===== src/rtl/split_gain_evaluator_assert.svh =====
// ---------------------------------------------------------------------------
// Split gain evaluator assertion macros
// Property wrappers for the split gain evaluator; empty under synthesis.
// ---------------------------------------------------------------------------
`ifndef SPLIT_GAIN_EVALUATOR_ASSERT_SVH
`define SPLIT_GAIN_EVALUATOR_ASSERT_SVH

`ifndef SYNTHESIS

// same-cycle implication
`define SGE_ASSERT_IMP(lbl, clk, rstn, ante, cons) \
  lbl: assert property (@(posedge clk) disable iff (!rstn) (ante) |-> (cons)) \
    else $error("split gain evaluator: assertion failed");

// next-cycle implication
`define SGE_ASSERT_NXT(lbl, clk, rstn, ante, cons) \
  lbl: assert property (@(posedge clk) disable iff (!rstn) (ante) |=> (cons)) \
    else $error("split gain evaluator: assertion failed");

`else

`define SGE_ASSERT_IMP(lbl, clk, rstn, ante, cons)
`define SGE_ASSERT_NXT(lbl, clk, rstn, ante, cons)

`endif

`endif


===== src/rtl/sge_pkg.sv =====
// ---------------------------------------------------------------------------
// Split gain evaluator package
// Fixed-point widths, payload types and register indexes.
// ---------------------------------------------------------------------------
package sge_pkg;

  localparam int FRAC_BITS   = 16;
  localparam int MAX_SAMPLES = 4096;
  localparam int CNT_W       = 13;
  localparam int SUM_W       = 48;
  localparam int VAL_W       = 32;
  localparam int GAIN_W      = 64;
  localparam int LAMBDA_W    = 24;
  // denominator: tally in Q.16 plus lambda
  localparam int DEN_W       = CNT_W + FRAC_BITS + 1;
  // square of the sum magnitude
  localparam int SQ_W        = 2 * SUM_W;
  localparam int DIV_STEPS   = SQ_W;
  localparam int DCNT_W      = $clog2(DIV_STEPS);

  localparam logic signed [SUM_W-1:0] SUM_MAX = {1'b0, {(SUM_W-1){1'b1}}};
  localparam logic signed [SUM_W-1:0] SUM_MIN = {1'b1, {(SUM_W-1){1'b0}}};
  localparam logic [GAIN_W-1:0] GAIN_MAX = {1'b0, {(GAIN_W-1){1'b1}}};
  localparam logic signed [GAIN_W-1:0] USELESS_GAIN = -(64'sd1 <<< FRAC_BITS);
  localparam logic [CNT_W-1:0] TALLY_MAX = CNT_W'(MAX_SAMPLES);

  // register indexes (word address)
  localparam logic [1:0] REG_SPLIT_VALUE = 2'd0;
  localparam logic [1:0] REG_CAT_MODE    = 2'd1;
  localparam logic [1:0] REG_LAMBDA      = 2'd2;

  typedef struct packed {
    logic signed [VAL_W-1:0] sample_value;
    logic signed [VAL_W-1:0] gradient;
    logic                    is_live;
    logic                    last_sample;
  } sample_t;

  typedef struct packed {
    logic signed [GAIN_W-1:0] gain;
    logic                     useless;
    logic [CNT_W-1:0]         left_count;
    logic [CNT_W-1:0]         right_count;
  } result_t;

endpackage


===== src/rtl/sge_stream_if.sv =====
// ---------------------------------------------------------------------------
// Split gain evaluator stream interface
// Valid/ready channel carrying one payload per transfer.
// ---------------------------------------------------------------------------
interface sge_stream_if #(
  parameter type payload_t = logic
);
  logic     valid;
  logic     ready;
  payload_t payload;

  modport source (output valid, output payload, input ready);
  modport sink   (input valid, input payload, output ready);
endinterface


===== src/rtl/split_gain_evaluator.sv =====
// Samples are taken one per cycle while the evaluator accumulates. After a last
// sample the input is not ready until its result is registered, which waits for
// room on the result channel. One shared 32x32 multiplier squares each side's
// gradient sum, then a radix-2 restoring divider divides it by the denominator.
// Reset (async, active low) clears config, control, result and accumulator state.
// ---------------------------------------------------------------------------
// Split gain evaluator
// Routes live samples left or right of a split value, keeps gradient sums and
// counts per side, and on the last sample of a run produces the L2 split gain.
// ---------------------------------------------------------------------------
`include "split_gain_evaluator_assert.svh"

module split_gain_evaluator (
  input  logic         clk_i,
  input  logic         rst_ni,
  input  logic         psel,
  input  logic         penable,
  input  logic         pwrite,
  input  logic [3:0]   paddr,
  input  logic [31:0]  pwdata,
  output logic [31:0]  prdata,
  output logic         pready,
  sge_stream_if.sink   samples_i,
  sge_stream_if.source result_o
);

  localparam int HI_W = sge_pkg::SUM_W - 32;

  typedef enum logic [2:0] {
    S_ACC,
    S_CHK,
    S_PREP,
    S_MUL,
    S_DIV,
    S_FIN
  } state_e;

  // configuration registers
  logic signed [31:0]                split_value_q;
  logic                              cat_mode_q;
  logic [sge_pkg::LAMBDA_W-1:0]      lambda_q;

  // control and accumulators
  state_e                            state_q;
  logic                              side_q;
  logic [1:0]                        mstep_q;
  logic [sge_pkg::DCNT_W-1:0]        dcnt_q;
  logic signed [sge_pkg::SUM_W-1:0]  left_sum_q, right_sum_q;
  logic [sge_pkg::CNT_W-1:0]         left_tally_q, right_tally_q;
  logic                              out_valid_q;
  sge_pkg::result_t                  out_q;

  // datapath
  logic [sge_pkg::SUM_W-1:0]         mag_q;
  logic [sge_pkg::DEN_W-1:0]         den_q;
  logic [sge_pkg::SQ_W-1:0]          acc_q;
  logic [63:0]                       prod_q;
  logic [sge_pkg::DEN_W-1:0]         rem_q;
  logic [63:0]                       quo_q;
  logic                              ovf_q;
  logic [sge_pkg::GAIN_W-1:0]        term_l_q, term_r_q;

  // ---------------------------------------------------------------------------
  // Configuration port
  // ---------------------------------------------------------------------------
  logic cfg_wr;
  assign cfg_wr = psel && penable && pwrite;
  assign pready = 1'b1;

  always_ff @(posedge clk_i or negedge rst_ni) begin
    if (!rst_ni) begin
      split_value_q <= '0;
      cat_mode_q    <= 1'b0;
      lambda_q      <= '0;
    end else if (cfg_wr) begin
      case (paddr[3:2])
        sge_pkg::REG_SPLIT_VALUE: split_value_q <= pwdata;
        sge_pkg::REG_CAT_MODE:    cat_mode_q    <= pwdata[0];
        sge_pkg::REG_LAMBDA:      lambda_q      <= pwdata[sge_pkg::LAMBDA_W-1:0];
        default: ;
      endcase
    end
  end

  always_comb begin
    case (paddr[3:2])
      sge_pkg::REG_SPLIT_VALUE: prdata = split_value_q;
      sge_pkg::REG_CAT_MODE:    prdata = {31'b0, cat_mode_q};
      sge_pkg::REG_LAMBDA:      prdata = {{(32-sge_pkg::LAMBDA_W){1'b0}}, lambda_q};
      default:                  prdata = '0;
    endcase
  end

  // ---------------------------------------------------------------------------
  // Sample routing and saturating accumulation
  // ---------------------------------------------------------------------------
  function automatic logic signed [sge_pkg::SUM_W-1:0] sat_add(
    input logic signed [sge_pkg::SUM_W-1:0] s,
    input logic signed [sge_pkg::VAL_W-1:0] g
  );
    logic signed [sge_pkg::SUM_W:0] r;
    r = {s[sge_pkg::SUM_W-1], s} +
        {{(sge_pkg::SUM_W+1-sge_pkg::VAL_W){g[sge_pkg::VAL_W-1]}}, g};
    if (r[sge_pkg::SUM_W] != r[sge_pkg::SUM_W-1]) begin
      return r[sge_pkg::SUM_W] ? sge_pkg::SUM_MIN : sge_pkg::SUM_MAX;
    end
    return r[sge_pkg::SUM_W-1:0];
  endfunction

  sge_pkg::sample_t smp;
  logic in_xfer, go_left, useless_c;
  assign smp       = samples_i.payload;
  assign samples_i.ready = (state_q == S_ACC);
  assign in_xfer   = samples_i.valid && samples_i.ready;
  assign go_left   = cat_mode_q ? (smp.sample_value == split_value_q)
                                : (smp.sample_value < split_value_q);
  assign useless_c = (left_tally_q == '0) || (right_tally_q == '0);

  // ---------------------------------------------------------------------------
  // Shared arithmetic: square by partial products, then restoring division
  // ---------------------------------------------------------------------------
  logic signed [sge_pkg::SUM_W-1:0] side_sum;
  logic [sge_pkg::CNT_W-1:0]        side_tally;
  logic [sge_pkg::SUM_W-1:0]        mag_c;
  logic [sge_pkg::DEN_W-1:0]        den_c;
  logic [31:0]                      op_a, op_b;
  logic [HI_W-1:0]                  mag_hi;
  logic [31:0]                      mag_lo;
  logic [sge_pkg::SQ_W-1:0]         addend;

  assign side_sum   = side_q ? right_sum_q : left_sum_q;
  assign side_tally = side_q ? right_tally_q : left_tally_q;
  assign mag_c      = side_sum[sge_pkg::SUM_W-1] ? (~side_sum + 1'b1) : side_sum;
  assign den_c      = sge_pkg::DEN_W'({side_tally, {sge_pkg::FRAC_BITS{1'b0}}}) +
                      sge_pkg::DEN_W'(lambda_q);
  assign mag_hi     = mag_q[sge_pkg::SUM_W-1:32];
  assign mag_lo     = mag_q[31:0];

  // operand pair per step: lo*lo, hi*lo (counted twice), hi*hi
  always_comb begin
    case (mstep_q)
      2'd0: begin
        op_a = mag_lo;
        op_b = mag_lo;
      end
      2'd1: begin
        op_a = {{(32-HI_W){1'b0}}, mag_hi};
        op_b = mag_lo;
      end
      2'd2: begin
        op_a = {{(32-HI_W){1'b0}}, mag_hi};
        op_b = {{(32-HI_W){1'b0}}, mag_hi};
      end
      default: begin
        op_a = '0;
        op_b = '0;
      end
    endcase
  end

  // product registered last step, aligned to its weight
  always_comb begin
    case (mstep_q)
      2'd1:    addend = sge_pkg::SQ_W'(prod_q);
      2'd2:    addend = sge_pkg::SQ_W'({prod_q, 33'b0});
      2'd3:    addend = sge_pkg::SQ_W'({prod_q, 64'b0});
      default: addend = '0;
    endcase
  end

  // one divider step: shift in the next dividend bit, subtract when it fits
  logic [sge_pkg::DEN_W:0]       rem_sh, rem_sub;
  logic                          geq;
  logic [sge_pkg::DEN_W-1:0]     rem_d;
  logic [63:0]                   quo_d;
  logic                          ovf_d;
  logic [sge_pkg::GAIN_W-1:0]    term_c;
  logic [sge_pkg::GAIN_W-1:0]    gsum, gain_c;

  assign rem_sh  = {rem_q, acc_q[sge_pkg::SQ_W-1]};
  assign geq     = rem_sh >= {1'b0, den_q};
  assign rem_sub = rem_sh - {1'b0, den_q};
  assign rem_d   = geq ? rem_sub[sge_pkg::DEN_W-1:0] : rem_sh[sge_pkg::DEN_W-1:0];
  assign quo_d   = {quo_q[62:0], geq};
  assign ovf_d   = ovf_q | quo_q[63];
  assign term_c  = (ovf_d || quo_d[63]) ? sge_pkg::GAIN_MAX : quo_d;

  // both terms stay below 2^63, so the sum cannot wrap
  assign gsum    = term_l_q + term_r_q;
  assign gain_c  = gsum[sge_pkg::GAIN_W-1] ? sge_pkg::GAIN_MAX : gsum;

  // datapath registers
  always_ff @(posedge clk_i) begin
    case (state_q)
      S_PREP: begin
        mag_q <= mag_c;
        den_q <= den_c;
        acc_q <= '0;
      end
      S_MUL: begin
        prod_q <= op_a * op_b;
        acc_q  <= acc_q + addend;
        if (mstep_q == 2'd3) begin
          rem_q <= '0;
          quo_q <= '0;
          ovf_q <= 1'b0;
        end
      end
      S_DIV: begin
        rem_q <= rem_d;
        quo_q <= quo_d;
        ovf_q <= ovf_d;
        acc_q <= {acc_q[sge_pkg::SQ_W-2:0], 1'b0};
        if (dcnt_q == sge_pkg::DCNT_W'(sge_pkg::DIV_STEPS - 1)) begin
          if (side_q) begin
            term_r_q <= term_c;
          end else begin
            term_l_q <= term_c;
          end
        end
      end
      default: ;
    endcase
  end

  // ---------------------------------------------------------------------------
  // Sequencer, accumulators and result register
  // ---------------------------------------------------------------------------
  logic out_free;
  assign out_free = !out_valid_q || result_o.ready;

  always_ff @(posedge clk_i or negedge rst_ni) begin
    if (!rst_ni) begin
      state_q       <= S_ACC;
      side_q        <= 1'b0;
      mstep_q       <= '0;
      dcnt_q        <= '0;
      left_sum_q    <= '0;
      right_sum_q   <= '0;
      left_tally_q  <= '0;
      right_tally_q <= '0;
      out_valid_q   <= 1'b0;
      out_q         <= '0;
    end else begin
      // in S_FIN a leaving result is replaced by the new one below
      if (out_valid_q && result_o.ready && (state_q != S_FIN)) begin
        out_valid_q <= 1'b0;
      end
      case (state_q)
        S_ACC: begin
          if (in_xfer) begin
            if (smp.is_live) begin
              if (go_left) begin
                left_sum_q <= sat_add(left_sum_q, smp.gradient);
                if (left_tally_q < sge_pkg::TALLY_MAX) begin
                  left_tally_q <= left_tally_q + 1'b1;
                end
              end else begin
                right_sum_q <= sat_add(right_sum_q, smp.gradient);
                if (right_tally_q < sge_pkg::TALLY_MAX) begin
                  right_tally_q <= right_tally_q + 1'b1;
                end
              end
            end
            if (smp.last_sample) begin
              state_q <= S_CHK;
            end
          end
        end
        S_CHK: begin
          side_q <= 1'b0;
          state_q <= useless_c ? S_FIN : S_PREP;
        end
        S_PREP: begin
          mstep_q <= '0;
          state_q <= S_MUL;
        end
        S_MUL: begin
          mstep_q <= mstep_q + 1'b1;
          if (mstep_q == 2'd3) begin
            dcnt_q  <= '0;
            state_q <= S_DIV;
          end
        end
        S_DIV: begin
          dcnt_q <= dcnt_q + 1'b1;
          if (dcnt_q == sge_pkg::DCNT_W'(sge_pkg::DIV_STEPS - 1)) begin
            if (side_q) begin
              state_q <= S_FIN;
            end else begin
              side_q  <= 1'b1;
              state_q <= S_PREP;
            end
          end
        end
        S_FIN: begin
          if (out_free) begin
            out_q.gain        <= useless_c ? sge_pkg::USELESS_GAIN : gain_c;
            out_q.useless     <= useless_c;
            out_q.left_count  <= left_tally_q;
            out_q.right_count <= right_tally_q;
            out_valid_q       <= 1'b1;
            left_sum_q        <= '0;
            right_sum_q       <= '0;
            left_tally_q      <= '0;
            right_tally_q     <= '0;
            state_q           <= S_ACC;
          end
        end
        default: state_q <= S_ACC;
      endcase
    end
  end

  assign result_o.valid   = out_valid_q;
  assign result_o.payload = out_q;

  // ---------------------------------------------------------------------------
  // Assertions
  // ---------------------------------------------------------------------------
  `SGE_ASSERT_IMP(a_useless_gain, clk_i, rst_ni, out_valid_q && out_q.useless, out_q.gain == sge_pkg::USELESS_GAIN)
  `SGE_ASSERT_IMP(a_useful_counts, clk_i, rst_ni, out_valid_q && !out_q.useless, (out_q.left_count != '0) && (out_q.right_count != '0))
  `SGE_ASSERT_IMP(a_gain_nonneg, clk_i, rst_ni, out_valid_q && !out_q.useless, !out_q.gain[sge_pkg::GAIN_W-1])
  `SGE_ASSERT_NXT(a_busy_after_last, clk_i, rst_ni, in_xfer && smp.last_sample, !samples_i.ready)

endmodule


===== src/flat_wrapper.sv =====
// flat-port wrapper written by rule: the top's interface ports become plain ports
module split_gain_evaluator_flat 
  (clk_i, rst_ni, psel, penable, pwrite, paddr, pwdata, prdata, pready, samples_i_valid, samples_i_payload, samples_i_ready, result_o_valid, result_o_payload, result_o_ready);
  sge_stream_if #(.payload_t(sge_pkg::sample_t)) samples_i_i ();
  sge_stream_if #(.payload_t(sge_pkg::result_t)) result_o_i ();
  input  logic clk_i;
  input  logic rst_ni;
  input  logic psel;
  input  logic penable;
  input  logic pwrite;
  input  logic [3:0] paddr;
  input  logic [31:0] pwdata;
  output logic [31:0] prdata;
  output logic pready;
  input wire logic [$bits(samples_i_i.valid)-1:0] samples_i_valid;
  input wire logic [$bits(samples_i_i.payload)-1:0] samples_i_payload;
  output wire logic [$bits(samples_i_i.ready)-1:0] samples_i_ready;
  output wire logic [$bits(result_o_i.valid)-1:0] result_o_valid;
  output wire logic [$bits(result_o_i.payload)-1:0] result_o_payload;
  input wire logic [$bits(result_o_i.ready)-1:0] result_o_ready;
  assign samples_i_i.valid = samples_i_valid;
  assign samples_i_i.payload = samples_i_payload;
  assign samples_i_ready = samples_i_i.ready;
  assign result_o_valid = result_o_i.valid;
  assign result_o_payload = result_o_i.payload;
  assign result_o_i.ready = result_o_ready;
  split_gain_evaluator u_core (.clk_i(clk_i), .rst_ni(rst_ni), .psel(psel), .penable(penable), .pwrite(pwrite), .paddr(paddr), .pwdata(pwdata), .prdata(prdata), .pready(pready), .samples_i(samples_i_i), .result_o(result_o_i));
endmodule

===== config.mk =====
export PLATFORM = sky130hd
export DESIGN_NAME = split_gain_evaluator_flat
export DESIGN_NICKNAME = d
export VERILOG_FILES = /design/src/rtl/sge_pkg.sv /design/src/rtl/sge_stream_if.sv /design/src/rtl/split_gain_evaluator.sv /design/src/flat_wrapper.sv
export VERILOG_INCLUDE_DIRS = /design/src /design/src/rtl
export SDC_FILE = /design/constraint.sdc
export NUM_CORES = 2
export LEC_CHECK = 0
export BUFFER_PORTS_ARGS = -buffer_cell sky130_fd_sc_hd__buf_4
export CORE_MARGIN = 2
export CORE_UTILIZATION = 59
export CTS_CLUSTER_SIZE = 30
export DETAILED_ROUTE_END_ITERATION = 8
export HOLD_SLACK_MARGIN = 0.1
export PLACE_DENSITY = 0.81
export SYNTH_ARGS = -nofsm -noshare
export SYNTH_HDL_FRONTEND = slang
export SYNTH_SLANG_ARGS = --single-unit

===== constraint.sdc =====
create_clock -name clk_i -period 8.2 [get_ports clk_i]
set_input_delay 1.64 -clock clk_i [delete_from_list [all_inputs] [get_ports clk_i]]
set_output_delay 1.64 -clock clk_i [all_outputs]
set_load 0.1 [all_outputs]

Word-level counts from Yosys, hierarchy flattened
Cells that the tools add are included.
{"block": "totals", "ramBits": 0, "reg_bits": 745, "output_inout_bits": 126, "latchBits": 0, "n_memories": 0, "rom_bits": 0}
{"block": "op_classes", "n_lt_le_gt_ge": 4, "n_reduce_logical": 34, "mul": 1, "div": 0, "eq_ne": 25, "muxes": 71, "n_addsub": 11, "bitwise_logic": 3, "shift": 0}
{"operator": "$mux 48", "count": 14}
{"operator": "$pmux 96 s3", "count": 2}
{"operator": "$mux 64", "count": 3}
{"operator": "$pmux 48 s2", "count": 2}
{"operator": "$mux 13", "count": 10}
{"operator": "$pmux 32 s2", "count": 2}
{"operator": "$pmux 64 s2", "count": 1}
{"operator": "$add 48x32->49", "count": 2}
{"operator": "$add 96x96->96", "count": 1}
{"operator": "$pmux 32 s3", "count": 1}
{"operator": "$add 64x64->64", "count": 1}
{"operator": "$mul 32x32->64", "count": 1}
{"operator": "$mux 63", "count": 1}
{"operator": "$mux 30", "count": 2}
{"operator": "$pmux 30 s2", "count": 1}
{"operator": "$pmux 13 s2", "count": 2}
{"operator": "$add 48x1->48 const B", "count": 1}
{"operator": "$not 48->48", "count": 1}
{"operator": "$mux 47", "count": 1}
{"operator": "$eq 32x32->1", "count": 1}
{"operator": "$lt 32x32->1", "count": 1}
{"operator": "$ge 31x30->1", "count": 1}
{"operator": "$add 29x24->30", "count": 1}
{"operator": "$sub 30x30->30", "count": 1}
{"operator": "other kinds (36)", "count": 95}

Logic depth before layout (Yosys ltp)
{"block": "depth", "word_depth": 12, "mapped_depth": 37, "ltp_nobuf": 33}

Worst setup path before layout
No wires, ideal clock.
{"block": "synth_timing", "kind": "reg-to-reg", "start": "register u_core.mstep_q[0]", "end": "register u_core.prod_q[63] (data pin)", "stages_incl_launch_ff": 36, "path_slack_ns": -0.881, "arrival_ns": 8.821, "setup_time_ns": 0.260, "path_buffers": 5, "t_required_ns": 7.940, "path_cell_list": "dfrtp_1 -> inv_1 -> ha_1 -> or2_2 -> clkbuf_1 -> clkbuf_1 -> buf_1 -> a22oi_1 -> clkbuf_1 -> clkbuf_1 -> nor2_1 -> fa_1 -> fa_1 -> inv_1 -> fa_1 -> fa_1 -> inv_1 -> fa_1 -> fa_1 -> fa_1 -> inv_1 -> fa_1 -> inv_1 -> ha_1 -> a21oi_1 -> o21ai_0 -> a21o_1 -> a21o_1 -> a31oi_4 -> o21ai_1 -> a221o_1 -> o2111ai_1 -> a21oi_1 -> a221oi_2 -> o21ai_1 -> xnor2_1"}
{"block": "synth_via", "elab_chain_len": 4}
{"item": "start: declaration", "line_no": "split_gain_evaluator.sv:46", "source": "logic [1:0] mstep_q;"}
{"item": "start signal: assignment", "line_no": "split_gain_evaluator.sv:279", "source": "mstep_q <= mstep_q + 1'b1;"}
{"item": "$eq 2x1->1, or another cell as far along", "line_no": "split_gain_evaluator.sv:141", "source": "case (mstep_q)"}
{"item": "$reduce_or 2->1 (no source line)"}
{"item": "$pmux 32 s2", "line_no": "split_gain_evaluator.sv:141"}
{"item": "$mul 32x32->64 *", "line_no": "split_gain_evaluator.sv:201", "source": "prod_q <= op_a * op_b;"}
{"item": "end signal: assignment", "line_no": "split_gain_evaluator.sv:201"}
{"item": "end: declaration", "line_no": "split_gain_evaluator.sv:57", "source": "logic [63:0] prod_q;"}
Mark *: on every way between the ends. The rest lies on a longest branch, timed or not.
A chain may end at the register's enable or synchronous reset.

Final worst setup path
{"block": "layout_timing", "start": "register u_core.mstep_q[0]", "end": "register u_core.prod_q[59] (data pin)"}
Same word-level chain as after synthesis.

==> impl_metrics.prom <==
# TYPE chip_impl_metric gauge
chip_impl_metric{name="seqCellArea",unit="um2"} 20930
chip_impl_metric{name="reg2regPathDepth",unit=""} 32
chip_impl_metric{name="timing.setup.tns",unit="ps"} -6931
chip_impl_info{name="worstReg2RegEnd",value="u_core.prod_q[59]"} 1
chip_impl_info{name="timing.hold.worst_endpoint",value="u_core.den_q[14]"} 1
chip_impl_info{name="kind_of_critical_path",value="register to register"} 1
chip_impl_metric{name="layout-drive-gt1-share",unit="%"} 13.99
chip_impl_metric{name="finalClockSkew",unit="ps"} 33.16
chip_impl_metric{name="post_detailed_placement_half_perimeter_wirelength",unit="um"} 193000
chip_impl_info{name="ys_top_cells_by_area",value="sky130_fd_sc_hd__fa_1, sky130_fd_sc_hd__edfxtp_1, sky130_fd_sc_hd__ha_1"} 1
chip_impl_metric{name="synth-edff-count",unit=""} 461
chip_impl_metric{name="hold-path-cell-count",unit=""} 0
chip_impl_metric{name="yosysWarningCount",unit=""} 0
chip_impl_metric{name="core.rowCount",unit=""} 135
chip_impl_metric{name="final_wtd_congestion",unit=""} 1.072
chip_impl_info{name="end_kind",value="register"} 1
chip_impl_metric{name="post_synth_inst_count",unit=""} 8787
chip_impl_metric{name="clock_tree.buffer_depth",unit=""} 3
chip_impl_metric{name="reg2reg_setup_slack",unit="ps"} -500
chip_impl_metric{name="area_growth_syn_to_layout",unit="%"} 14.37
chip_impl_metric{name="timing.final.crit_share",unit="%"} 106.1
chip_impl_metric{name="tritoncts_buffer_count",unit=""} 84
chip_impl_metric{name="htreeDepth",unit=""} 3
chip_impl_metric{name="final.fill_count",unit=""} 10490
chip_impl_metric{name="timing.final.max_slew_violations",unit=""} 0
chip_impl_metric{name="drt_drc_violations_left",unit=""} 0
chip_impl_info{name="cpMaxStageDelayCell",value="sky130_fd_sc_hd__fa_1"} 1
chip_impl_metric{name="drt-total-wl",unit="um"} 244500
chip_impl_info{name="timing.hold.worst.class",value="register to register"} 1
chip_impl_info{name="synthDominantAreaCellType",value="sky130_fd_sc_hd__fa_1"} 1
chip_impl_metric{name="multi_input_area",unit="um2"} 54770
chip_impl_metric{name="report.final.setup_viol",unit=""} 23
chip_impl_metric{name="floorplan.core_area",unit="um2"} 135300
chip_impl_metric{name="worst_slew_pin_slew",unit="ps"} 1151
chip_impl_metric{name="grt_pass1_vias",unit=""} 68300
chip_impl_metric{name="die_footprint",unit="um2"} 139100
chip_impl_metric{name="ant_nets",unit=""} 0
chip_impl_metric{name="start_util",unit="%"} 59.36
chip_impl_metric{name="max_cap_violations",unit=""} 0
chip_impl_metric{name="synthesis.area_per_instance",unit="um2"} 9.140
chip_impl_metric{name="max_freq",unit="MHz"} 114.9
chip_impl_metric{name="detailroute.via_count",unit=""} 67450
chip_impl_info{name="cts.root.buffer_cell",value="sky130_fd_sc_hd__clkbuf_16"} 1
chip_impl_metric{name="routedWlPerCell",unit="um"} 21.95
chip_impl_metric{name="clk_pin_slew_worst_paths",unit="ps"} 60
chip_impl_metric{name="post-route-min-period",unit="ps"} 8701
chip_impl_info{name="rsz_0062_raised_after_global_routing",value="yes"} 1
chip_impl_metric{name="global_route_wire_length_before_repair",unit="um"} 380600
chip_impl_metric{name="grt_util_all_layers",unit="%"} 34.81
chip_impl_metric{name="post-route-worst-setup-slack",unit="ps"} -501.4
chip_impl_metric{name="cts_num_sinks",unit=""} 744
chip_impl_metric{name="port_buffers",unit=""} 231
chip_impl_metric{name="final-hold-violation-count",unit=""} 0
chip_impl_metric{name="post_synth_instance_area",unit="um2"} 80320
chip_impl_info{name="rr_startpoint",value="u_core.mstep_q[0]"} 1
chip_impl_info{name="tritoncts_clock_tree",value="yes"} 1
chip_impl_metric{name="number_of_antenna_violations_at_the_first_check_in_global_routing",unit=""} 7
chip_impl_metric{name="globalRoute.totalOverflow",unit=""} 0
chip_impl_metric{name="slew_headroom",unit="%"} 22.85
chip_impl_metric{name="synth-seq-cells",unit=""} 744
chip_impl_metric{name="clk_latency",unit="ps"} 720
chip_impl_info{name="failed_checks",value="setup timing"} 1
chip_impl_metric{name="avgViaCountPerCell",unit=""} 6.056
chip_impl_metric{name="worst_hold_slack",unit="ps"} 473.6
chip_impl_info{name="ys.flop_type",value="sky130_fd_sc_hd__edfxtp_1"} 1
chip_impl_info{name="crit_path_start_kind",value="register"} 1
chip_impl_metric{name="nets",unit=""} 10890
chip_impl_metric{name="number_of_drc_markers_in_iteration_0",unit=""} 6164
chip_impl_metric{name="chipHeight",unit="um"} 373.0
chip_impl_info{name="run_status",value="complete, but fails checks"} 1
chip_impl_metric{name="synth_seq_area_share",unit="%"} 26.05
chip_impl_metric{name="dr.pass1.iters",unit=""} 6
chip_impl_metric{name="crit_arrival",unit="ps"} 9160
chip_impl_metric{name="max_stage_delay",unit="ps"} 550
chip_impl_metric{name="die_w",unit="um"} 373.0
chip_impl_metric{name="cp_data_required_time",unit="ps"} 8660
chip_impl_metric{name="yosys.cell_types.count",unit=""} 103
chip_impl_metric{name="critical_path_fanout_max",unit=""} 11
chip_impl_metric{name="top_level_ports",unit=""} 235
chip_impl_info{name="min_from",value="u_core.lambda_q[14]"} 1
chip_impl_metric{name="grt_start_max_net_pins",unit=""} 107
chip_impl_info{name="timing.critical_path.mode_cell",value="sky130_fd_sc_hd__fa_1"} 1
chip_impl_metric{name="ys_async_sr_fraction",unit="%"} 38.04
chip_impl_metric{name="area_fraction_of_the_dominant_cell_type_after_synthesis",unit="%"} 22.48
-- worst max-delay path: cells and delay by family (launching register included) --
| kind | cells | cell delay [ps] |
|---|---|---|
| adder cells (fa/ha/maj) | 10 | 4160 |
| AO/OA/AOI/OAI | 11 | 2440 |
| buffers and inverters | 8 | 1040 |
| flip-flops | 1 | 410 |
| AND/OR/NAND/NOR | 2 | 350 |
| XOR/XNOR | 1 | 50 |
-- sequential cells by signal, summed over array words and instances (netlist names), 2 cells and up --
signal                   flops
u_core.acc_q                96
u_core.dcnt_q                7
u_core.den_q                30
u_core.lambda_q             24
u_core.left_sum_q           48
u_core.left_tally_q         13
u_core.mag_q                48
u_core.mstep_q               2
u_core.prod_q               64
u_core.quo_q                64
u_core.rem_q                30
u_core.result_o.payload     90
u_core.right_sum_q          48
u_core.right_tally_q        13
u_core.split_value_q        32
u_core.state_q               3
u_core.term_l_q             64
u_core.term_r_q             64
-- synth_stat cells, drive strengths merged, types with 53 or more instances --
cell type / n
nor2: 1025
inv: 1064
and2: 78
o21bai: 57
a22oi: 100
dfrtp: 283
a21oi: 468
fa: 902
a31oi: 53
edfxtp: 461
ha: 598
xor2: 140
nand2: 983
o21ai: 459
buf: 70
nand2b: 155
nand3: 98
xnor2: 224
nor3: 88
mux2i: 75
clkbuf: 379
a21o: 234
nand4: 88
and3: 129
a221o: 54
-- worst max path at each step --
| stage | startpoint | end | slack, ps | cells past startpoint |
|---|---|---|---|---|
| after global routing | u_core.mstep_q[0] | u_core.prod_q[59] | -690 | 32 |
| after detailed placement | u_core.mstep_q[0] | u_core.prod_q[60] | -910 | 31 |
| after global placement | u_core.mstep_q[0] | u_core.prod_q[60] | -790 | 33 |
| after CTS | u_core.mstep_q[0] | u_core.prod_q[63] | -400 | 31 |
| after floorplan | u_core.mstep_q[0] | u_core.prod_q[62] | -180 | 33 |
| final | u_core.mstep_q[0] | u_core.prod_q[59] | -500 | 32 |
-- cells in the final DEF, fill, tap and decap left out, drive strengths merged, types with 49 or more instances in the layout --
master,instances
nor2,1025
clkbuf,107
nand3,98
nor3,88
and2,78
inv,1070
a31oi,53
xor2,140
nand2b,156
a21oi,468
xnor2,224
a221o,54
nand4,88
ha,598
nor2b,50
o21a,49
nand2,983
buf,857
o21bai,57
and3,129
mux2i,75
dfrtp,283
edfxtp,461
a22oi,100
o21ai,459
fa,902
a21o,234
-- cell families after synthesis --
family          synth area share [%]
compound gates                 14.23
xor+xnor                       3.979
fa+ha+maj                      31.80
buf+inv                        7.258
flops                          26.05
mux                            1.411
other cells                 0.009351
simple gates                   15.26
-- stage by stage --
step | cells | util (%) | cell area, um2 | setup slack, ps
after global routing | 11130 | 67.89 | 91850 | -694.9
after global placement | 10930 | 64.89 | 87790 | -791.4
after detailed placement | 10930 | 64.89 | 87790 | -911.7
after CTS | 11110 | 67.40 | 91190 | -402.3
after floorplan | 8788 | - | 80940 | -179.7
final | 11140 | 67.89 | 91860 | -501.4
-- layout make-up --
type	count	share of cell area, %
Sequential cell	744	22.79
Tap cell	1781	2.426
Clock buffer	107	2.528
Clock inverter	46	0.5421
Inverter	1071	4.393
Timing Repair Buffer	857	7.693
Antenna cell	5	0.01362
Multi-Input combinational cell	6527	59.62
-- routing by layer --
layer | up-vias | global-route usage, % | wire (um)
met3 | 682 | 7.143 | 22450
met2 | 3303 | 56.93 | 114600
met5 | - | 0 | 41
li1 | 30330 | - | -
met4 | 6 | 16.13 | 13140
met1 | 33130 | 44.52 | 94300
-- repair_timing --
action	4_1_cts	5_1_grt
pin swaps	43	150
setup endpoints to repair	27	34
gates resized for setup	100	123
gates cloned	2	2
setup buffers	22	30
hold buffers	0	0
Power is left out: the tool's default activity adds up to more than one toggle a clock period on the data nets, which glitch-free logic cannot reach.
